<file path="config.mk">
export PLATFORM = sky130hd
export DESIGN_NAME = bbpm_ctrl
export DESIGN_NICKNAME = d
export VERILOG_FILES = /design/src/hdl/bbpm_pkg.sv /design/src/hdl/bbpm_ctrl.sv
export SDC_FILE = /design/constraint.sdc
export NUM_CORES = 1
export LEC_CHECK = 0
export ABC_AREA = 1
export BUFFER_PORTS_ARGS = -buffer_cell sky130_fd_sc_hd__buf_4
export CAP_MARGIN = 20
export CORE_MARGIN = 2
export CORE_UTILIZATION = 45
export DETAILED_ROUTE_END_ITERATION = 6
export GPL_TIMING_DRIVEN = 0
export PLACE_DENSITY = 0.74
export SLEW_MARGIN = 0
export SYNTH_ARGS = -nofsm -noshare
export SYNTH_HDL_FRONTEND = slang
export SYNTH_SLANG_ARGS = --single-unit
</file>
<file path="constraint.sdc">
create_clock -name clk -period 1.8 [get_ports clk]
set_input_delay 0.09 -clock clk [delete_from_list [all_inputs] [get_ports clk]]
set_output_delay 0.09 -clock clk [all_outputs]
set_load 0.02 [all_outputs]
</file>
<file path="src/hdl/bbpm_pkg.sv">
package bbpm_pkg;

  localparam int SLOTS       = 256;
  localparam int SLOT_W      = $clog2(SLOTS);
  localparam int SPACE       = 4096;
  localparam int ID_W        = 12;
  localparam int DIR_W       = SLOT_W + 1;
  localparam int STACK_DEPTH = 256;
  localparam int STK_W       = $clog2(STACK_DEPTH);
  localparam int CNT_W       = STK_W + 1;
  localparam int NNB_W       = 13;

  localparam logic [DIR_W-1:0] NOT_RES = DIR_W'(SLOTS);

  localparam logic [2:0] CMD_ALLOC   = 3'd0;
  localparam logic [2:0] CMD_READ    = 3'd1;
  localparam logic [2:0] CMD_SAVE    = 3'd2;
  localparam logic [2:0] CMD_RELEASE = 3'd3;
  localparam logic [2:0] CMD_DESTROY = 3'd4;

  localparam logic [2:0] ERR_OK         = 3'd0;
  localparam logic [2:0] ERR_NO_SLOT    = 3'd1;
  localparam logic [2:0] ERR_NOT_RES    = 3'd2;
  localparam logic [2:0] ERR_DOUBLE     = 3'd3;
  localparam logic [2:0] ERR_STACK      = 3'd4;
  localparam logic [2:0] ERR_SPACE      = 3'd5;
  localparam logic [2:0] ERR_DIRTY_READ = 3'd6;

  typedef enum logic [2:0] {
    ST_EMPTY  = 3'd0,
    ST_USED   = 3'd1,
    ST_UNUSED = 3'd2,
    ST_DIRTY  = 3'd3,
    ST_FDIRTY = 3'd4
  } slot_st_t;

  typedef struct packed {
    logic       capture;
    logic       wipe;
    logic       dir_rd_id;
    logic       use_stack;
    logic       key_nnb;
    logic       key_stk;
    logic       key_id;
    logic       st_rd_probe;
    logic       probe_step;
    logic       st_rd_dir;
    logic       st_wr_dir;
    slot_st_t   st_val;
    logic       blk_rd;
    logic       dir_rd_blk;
    logic       dir_clr_blk;
    logic       place;
    logic       destroy;
    logic       err;
    logic [2:0] err_val;
    logic       res_slot_dir;
    logic       finish;
  } ctrl_t;

  typedef struct packed {
    logic [2:0] cmd;
    logic       fsc_zero;
    logic       fsc_full;
    logic       nnb_ok;
    logic       resident;
    slot_st_t   st;
    logic       probe_last;
    logic       wipe_last;
    logic       out_free;
  } stat_t;

endpackage

</file>
<file path="src/hdl/bbpm_ctrl.sv">
module bbpm_ctrl import bbpm_pkg::*; (
  input  logic  clk,
  input  logic  rst,
  input  logic  in_valid,
  output logic  in_stall,
  input  stat_t stat,
  output ctrl_t ctrl
);

  typedef enum logic [12:0] {
    S_WIPE      = 13'b0000000000001,
    S_IDLE      = 13'b0000000000010,
    S_DECODE    = 13'b0000000000100,
    S_POP       = 13'b0000000001000,
    S_DIR       = 13'b0000000010000,
    S_RES       = 13'b0000000100000,
    S_PROBE_RD  = 13'b0000001000000,
    S_PROBE_CHK = 13'b0000010000000,
    S_EV_BLK    = 13'b0000100000000,
    S_EV_CLR    = 13'b0001000000000,
    S_PLACE     = 13'b0010000000000,
    S_DONE      = 13'b0100000000000,
    S_SPARE     = 13'b1000000000000
  } state_t;

  state_t state, state_next;
  logic   slot_free;

  assign in_stall  = (state != S_IDLE);
  assign slot_free = (stat.st == ST_EMPTY) || (stat.st == ST_UNUSED) || (stat.st == ST_FDIRTY);

  always_ff @(posedge clk) begin
    if (rst) begin
      state <= S_WIPE;
    end else begin
      state <= state_next;
    end
  end

  always_comb begin
    ctrl       = '0;
    state_next = state;
    case (state)
      S_WIPE: begin
        ctrl.wipe = 1'b1;
        if (stat.wipe_last) state_next = S_IDLE;
      end
      S_IDLE: begin
        if (in_valid) begin
          ctrl.capture = 1'b1;
          state_next   = S_DECODE;
        end
      end
      S_DECODE: begin
        case (stat.cmd)
          CMD_ALLOC: begin
            if (!stat.fsc_zero) begin
              ctrl.use_stack = 1'b1;
              state_next     = S_POP;
            end else if (stat.nnb_ok) begin
              ctrl.key_nnb = 1'b1;
              state_next   = S_PROBE_RD;
            end else begin
              ctrl.err     = 1'b1;
              ctrl.err_val = ERR_SPACE;
              state_next   = S_DONE;
            end
          end
          CMD_READ, CMD_SAVE, CMD_RELEASE, CMD_DESTROY: begin
            ctrl.dir_rd_id = 1'b1;
            state_next     = S_DIR;
          end
          default: state_next = S_DONE;
        endcase
      end
      S_POP: begin
        ctrl.key_stk = 1'b1;
        state_next   = S_PROBE_RD;
      end
      S_DIR: begin
        state_next = S_DONE;
        case (stat.cmd)
          CMD_READ: begin
            if (stat.resident) begin
              ctrl.st_rd_dir = 1'b1;
              state_next     = S_RES;
            end else begin
              ctrl.key_id = 1'b1;
              state_next  = S_PROBE_RD;
            end
          end
          CMD_SAVE: begin
            if (stat.resident) begin
              ctrl.st_wr_dir    = 1'b1;
              ctrl.st_val       = ST_DIRTY;
              ctrl.res_slot_dir = 1'b1;
            end else begin
              ctrl.err     = 1'b1;
              ctrl.err_val = ERR_NOT_RES;
            end
          end
          CMD_RELEASE: begin
            if (stat.resident) begin
              ctrl.st_rd_dir = 1'b1;
              state_next     = S_RES;
            end else begin
              ctrl.err     = 1'b1;
              ctrl.err_val = ERR_NOT_RES;
            end
          end
          default: begin
            if (stat.fsc_full) begin
              ctrl.err     = 1'b1;
              ctrl.err_val = ERR_STACK;
            end else begin
              ctrl.destroy = 1'b1;
              if (stat.resident) begin
                ctrl.st_wr_dir = 1'b1;
                ctrl.st_val    = ST_EMPTY;
              end
            end
          end
        endcase
      end
      S_RES: begin
        state_next        = S_DONE;
        ctrl.res_slot_dir = 1'b1;
        if (stat.cmd == CMD_READ) begin
          if (stat.st == ST_DIRTY) begin
            ctrl.err     = 1'b1;
            ctrl.err_val = ERR_DIRTY_READ;
          end else begin
            ctrl.st_wr_dir = 1'b1;
            ctrl.st_val    = (stat.st == ST_FDIRTY) ? ST_DIRTY : ST_USED;
          end
        end else begin
          if (stat.st == ST_UNUSED || stat.st == ST_FDIRTY) begin
            ctrl.res_slot_dir = 1'b0;
            ctrl.err          = 1'b1;
            ctrl.err_val      = ERR_DOUBLE;
          end else begin
            ctrl.st_wr_dir = 1'b1;
            ctrl.st_val    = (stat.st == ST_DIRTY) ? ST_FDIRTY : ST_UNUSED;
          end
        end
      end
      S_PROBE_RD: begin
        ctrl.st_rd_probe = 1'b1;
        state_next       = S_PROBE_CHK;
      end
      S_PROBE_CHK: begin
        if (slot_free) begin
          if (stat.st == ST_EMPTY) begin
            state_next = S_PLACE;
          end else begin
            ctrl.blk_rd = 1'b1;
            state_next  = S_EV_BLK;
          end
        end else if (stat.probe_last) begin
          ctrl.err     = 1'b1;
          ctrl.err_val = ERR_NO_SLOT;
          state_next   = S_DONE;
        end else begin
          ctrl.probe_step = 1'b1;
          state_next      = S_PROBE_RD;
        end
      end
      S_EV_BLK: begin
        ctrl.dir_rd_blk = 1'b1;
        state_next      = S_EV_CLR;
      end
      S_EV_CLR: begin
        ctrl.dir_clr_blk = 1'b1;
        state_next       = S_PLACE;
      end
      S_PLACE: begin
        ctrl.place = 1'b1;
        state_next = S_DONE;
      end
      S_DONE: begin
        if (stat.out_free) begin
          ctrl.finish = 1'b1;
          state_next  = S_IDLE;
        end
      end
      default: state_next = S_IDLE;
    endcase
  end

endmodule

</file>
* Word level (Yosys, flattened, before mapping)
Cells that the tools add are included.
W data, S select, Z words.
** Word-level totals
- Latch bits :: 0
- Bits in writable memories :: 0
- Memory bits (read-only) :: 0
- Memories kept :: 0
- Word-level logic and storage cells :: 104
- Register bits :: 13
** Cells by class
- Divide/modulo/power cells :: 0
- $add $sub $neg :: 0
- Reductions and logical operators :: 11
- Bitwise gates (word level) :: 0
- Equality and inequality tests :: 23
- Order comparisons :: 0
- Mux-type cells :: 69
- $mul :: 0
- Shift operators :: 0
** Operators with widths (count)
- $pmux W13 S11 :: 1
- $mux W13 :: 5
- $mux W4 :: 15
- $pmux W13 S2 :: 2
- $mux W12 :: 3
- $mux W1 :: 31
- $pmux W4 S2 :: 3
- $pmux W4 S4 :: 1
- $eq A13 B1 Y1 const B :: 1
- $eq A13 B10 Y1 const B :: 1
- $eq A13 B11 Y1 const B :: 1
- $eq A13 B12 Y1 const B :: 1
- $eq A13 B2 Y1 const B :: 1
- $eq A13 B3 Y1 const B :: 1
- $eq A13 B4 Y1 const B :: 1
- $eq A13 B5 Y1 const B :: 1
- $eq A13 B6 Y1 const B :: 1
- $eq A13 B7 Y1 const B :: 1
- $eq A13 B8 Y1 const B :: 1
- $eq A13 B9 Y1 const B :: 1
- $ne A13 B2 Y1 const B :: 1
- $eq A3 B2 Y1 const B :: 4
- $mux W11 :: 1
- $mux W7 :: 1
- 13 further kinds :: 23

* Longest topological paths before layout
- Depth in word-level cells :: 5
- Gate-level depth with buffers :: 9

* Worst setup path after synthesis
OpenSTA, ideal clock, no wires.
- Kind :: register to output
- From :: register state[10]
- To :: output ctrl[20] (netlist name)
- Buffers on the path :: 0
- Stages on the path, launching flop included :: 6
- Slack :: 0.263 ns
- Arrival :: 1.447 ns
- Required time :: 1.710 ns
- Cells stage by stage :: dfxtp_1 nor2_2 nand2_4 nor2_4 nand2_4 nor4_1
** RTL lines
- start, declared :: RTL line bbpm_ctrl.sv:26 : state_t state, state_next;
- start signal, assigned :: RTL line bbpm_ctrl.sv:36 : state <= state_next;
- end, declared :: RTL line bbpm_ctrl.sv:7 : output ctrl_t ctrl

==> key figures <==
Routing
  – Final ANT Viol Nets: 0
  – Number of remaining DRC errors: 0
  – Drt pass-1 iters: 4
  – Post-DR wirelength/cell: 9.025 um
  – Routed vias: 1261
  – Vias per cell: 4.552
  – Drt total wl: 2500 um
  – Initial DRC Count: 13

Status
  – Status: finished clean

Critical path
  – Reg2reg end: state[1]$_SDFFE_PP0P_
  – R2R cell count: 10
  – Worst-path maximum fanout: 6
  – R2r setup slk: 0.39 ns
  – Critical path arrival: 1.67 ns
  – Worst Path Required: 1.71 ns
  – Critical Path Start Type: flop
  – WS Path Type: reg -> out
  – Reg-to-Reg Start: state[4]$_SDFFE_PP0P_
  – Crit end category: output pin

Min path
  – Min-delay worst type: in -> reg
  – Hold path cells: 2
  – Worst Hold End: state[3]$_SDFFE_PP0P_
  – Min-delay src: stat[9]

Finish
  – # nets final: 264
  – Final core occ: 0.6454
  – Layout Cells excl Fill: 277
  – Largest register FFs: 12
  – Biggest regs: state (12)
  – Share of layout cells above drive strength 1: 0.3198
  – Final Cell Area: 1555 um2
  – Most flops, register: state
  – Antenna cells: 0
  – Area delta synth->final: 39.35%

STA
  – Fin. Hold Viols: 0
  – Hold slack final: 0.006768 ns
  – Slew @ Worst Pin: 0.4594 ns
  – Max-slew headroom: 0.6937
  – Clock Skews: 0.003986 ns
  – FMAX: 569.5 MHz
  – Final Max Slew Viols: 0
  – Final min period: 1.756 ns
  – RSZ-0062 raised after global routing: yes
  – Final setup margin: 0.04415 ns
  – Endpoints failing setup: 0
  – Tcrit/Tclk final: 0.9755

Yosys
  – Top_reg_cell synth: dfxtp_1
  – Yosys warning count: 0
  – Register area share after synthesis: 0.2152
  – Cell count after synthesis: 198
  – Number of flops mapped to enable cells by yosys: 0
  – Ys async rst share: 0
  – Top cells by area, synth: dfxtp_1, nand2_1, inv_1
  – Syn Area/Cell: 5.637 um2
  – Post-synth top cells: nand2_1, inv_1, nor2_1
  – Yosys cell types: 24
  – Top-area cell type share of the netlist area: 0.2152
  – Synthesized area: 1116 um2
  – #FFs+latches synth: 12
  – Most common cell in the netlist: nand2_1
  – Most area-hungry cell type in the Yosys netlist: dfxtp_1
  – Post-Syn Nets: 214

Floorplan
  – FP Rows: 18
  – Die area: 2894 um2
  – Die Ht: 53.80 um
  – Starting density of the core: 0.4631
  – Chip width: 53.80 um
  – Num ports: 42
  – CORE AREA: 2410 um2

Global route
  – Antenna violations before repair: 0
  – Grt ovf: 0
  – Aggregate global-route resource usage: 0.1878
  – Vias in the first global route: 988
  – First-pass GRT wire length: 3981 um
  – Largest net degree at the start of global routing: 11

Clock network
  – Maximum buffer depth of the clock tree: 2
  – CTS Buf Count: 3
  – Worst-Skew Late Latency: 0.27 ns
  – CTS tree: built
  – H-tree depth: 1
  – Sink Count: 12
  – Worst-path clk slew: 0.08 ns
  – CTS Hold Bufs: 0
  – Clk root buf: clkbuf_4

Place
  – # port buffers: 40
  – Placed cell count: 268
  – Placement-stage cell area: 1454 um2
  – Post-Place Worst Slack: 0.3156 ns
  – DP HPWL: 2084 um
  – Placer's final routability congestion estimate: 0.7610

Pwr
  – Leakage: 0.9114 nW
  – Power Density: 414.2 nW/um2
  – VDD IR max: 0.0003453 V

Run
  – Max_cap viols: 0
## timing repair
| item | in CTS | in global routing |
|---|---|---|
| buffers inserted | 0 | 5 |
| resized for setup | 0 | 9 |
| endpoints found under the setup margin | 0 | 6 |
## where the power goes
part / internal [W] / leakage, nW / total [W] / switching [W]
sequential: 0.000271 / 0.0995 / 0.000278 / 0.00000657
combinational: 0.0000643 / 0.791 / 0.000153 / 0.0000888
clock: 0.000123 / 0.0210 / 0.000213 / 0.0000904
total: 0.000458 / 0.911 / 0.000644 / 0.000186
## layout by cell type (no fill, tap or decap), types with 2 or more instances in the layout
master	n
a21oi_1	2
buf_4	43
buf_6	2
clkbuf_4	3
dfxtp_1	8
dfxtp_2	4
inv_1	43
inv_2	6
nand2_1	44
nand2_2	2
nand2_4	4
nand3_1	11
nand4_1	6
nor2_1	30
nor2_2	4
nor2_4	5
nor3_1	11
nor3_2	2
nor4_1	3
o21ai_0	3
o21ai_1	3
## worst max path at each step
| stage | start | end | depth (start not counted) |
|---|---|---|---|
| 5_1_grt | state[1]$_SDFFE_PP0P_ | ctrl[12] | 8 |
| 6_report | state[9]$_SDFFE_PP0P_ | ctrl[11] | 8 |
| 3_3_place_gp | state[1]$_SDFFE_PP0P_ | ctrl[11] | 8 |
| 2_1_floorplan | state[10]$_SDFFE_PP0P_ | ctrl[20] | 5 |
| 3_5_place_dp | state[10]$_SDFFE_PP0P_ | ctrl[11] | 8 |
| 4_1_cts | state[1]$_SDFFE_PP0P_ | ctrl[11] | 8 |
## critical path: stages, from the launching register on
cell and delay, ns:
dfxtp_2 0.34, nor2_4 0.13, nand2_4 0.10, nor2_8 0.17, nand2_4 0.09, nor2_4 0.10
nand4_1 0.18, o31ai_1 0.11, buf_4 0.18
## cells by family after synthesis
kind of cell	synth area share
AOI/OAI and AO/OA	0.05044
DFF	0.2152
and+or+nand+nor	0.5662
buffers and inverters	0.1682
## routing by layer
metal	track usage	part of all wire
met1	0.2453	0.50
met3	0.03056	0.046
met4	0.06410	0.012
met5	0	0
met2	0.3110	0.44
## metrics by stage
| stage | total power, W | TNS, ns |
|---|---|---|
| 6_report | 0.0006442 | 0 |
| 5_1_grt | 0.0006818 | -0.1589 |
| 4_1_cts | 0.0006414 | 0 |
| 3_5_place_dp | 0.0004304 | 0 |
| 3_3_place_gp | 0.0004302 | 0 |
| 2_1_floorplan | 0.0003768 | 0 |
## layout make-up
cell class                      count  area, um2
Fill cell                         252      854.6
Timing Repair Buffer               45      345.3
Clock buffer                        4      36.28
Buffer                              1      3.754
Inverter                           49      183.9
Sequential cell                    12      245.2
Multi-Input combinational cell    136      703.2
Tap cell                           30      37.54
No activity file was read; power rests on OpenSTA's default activity.
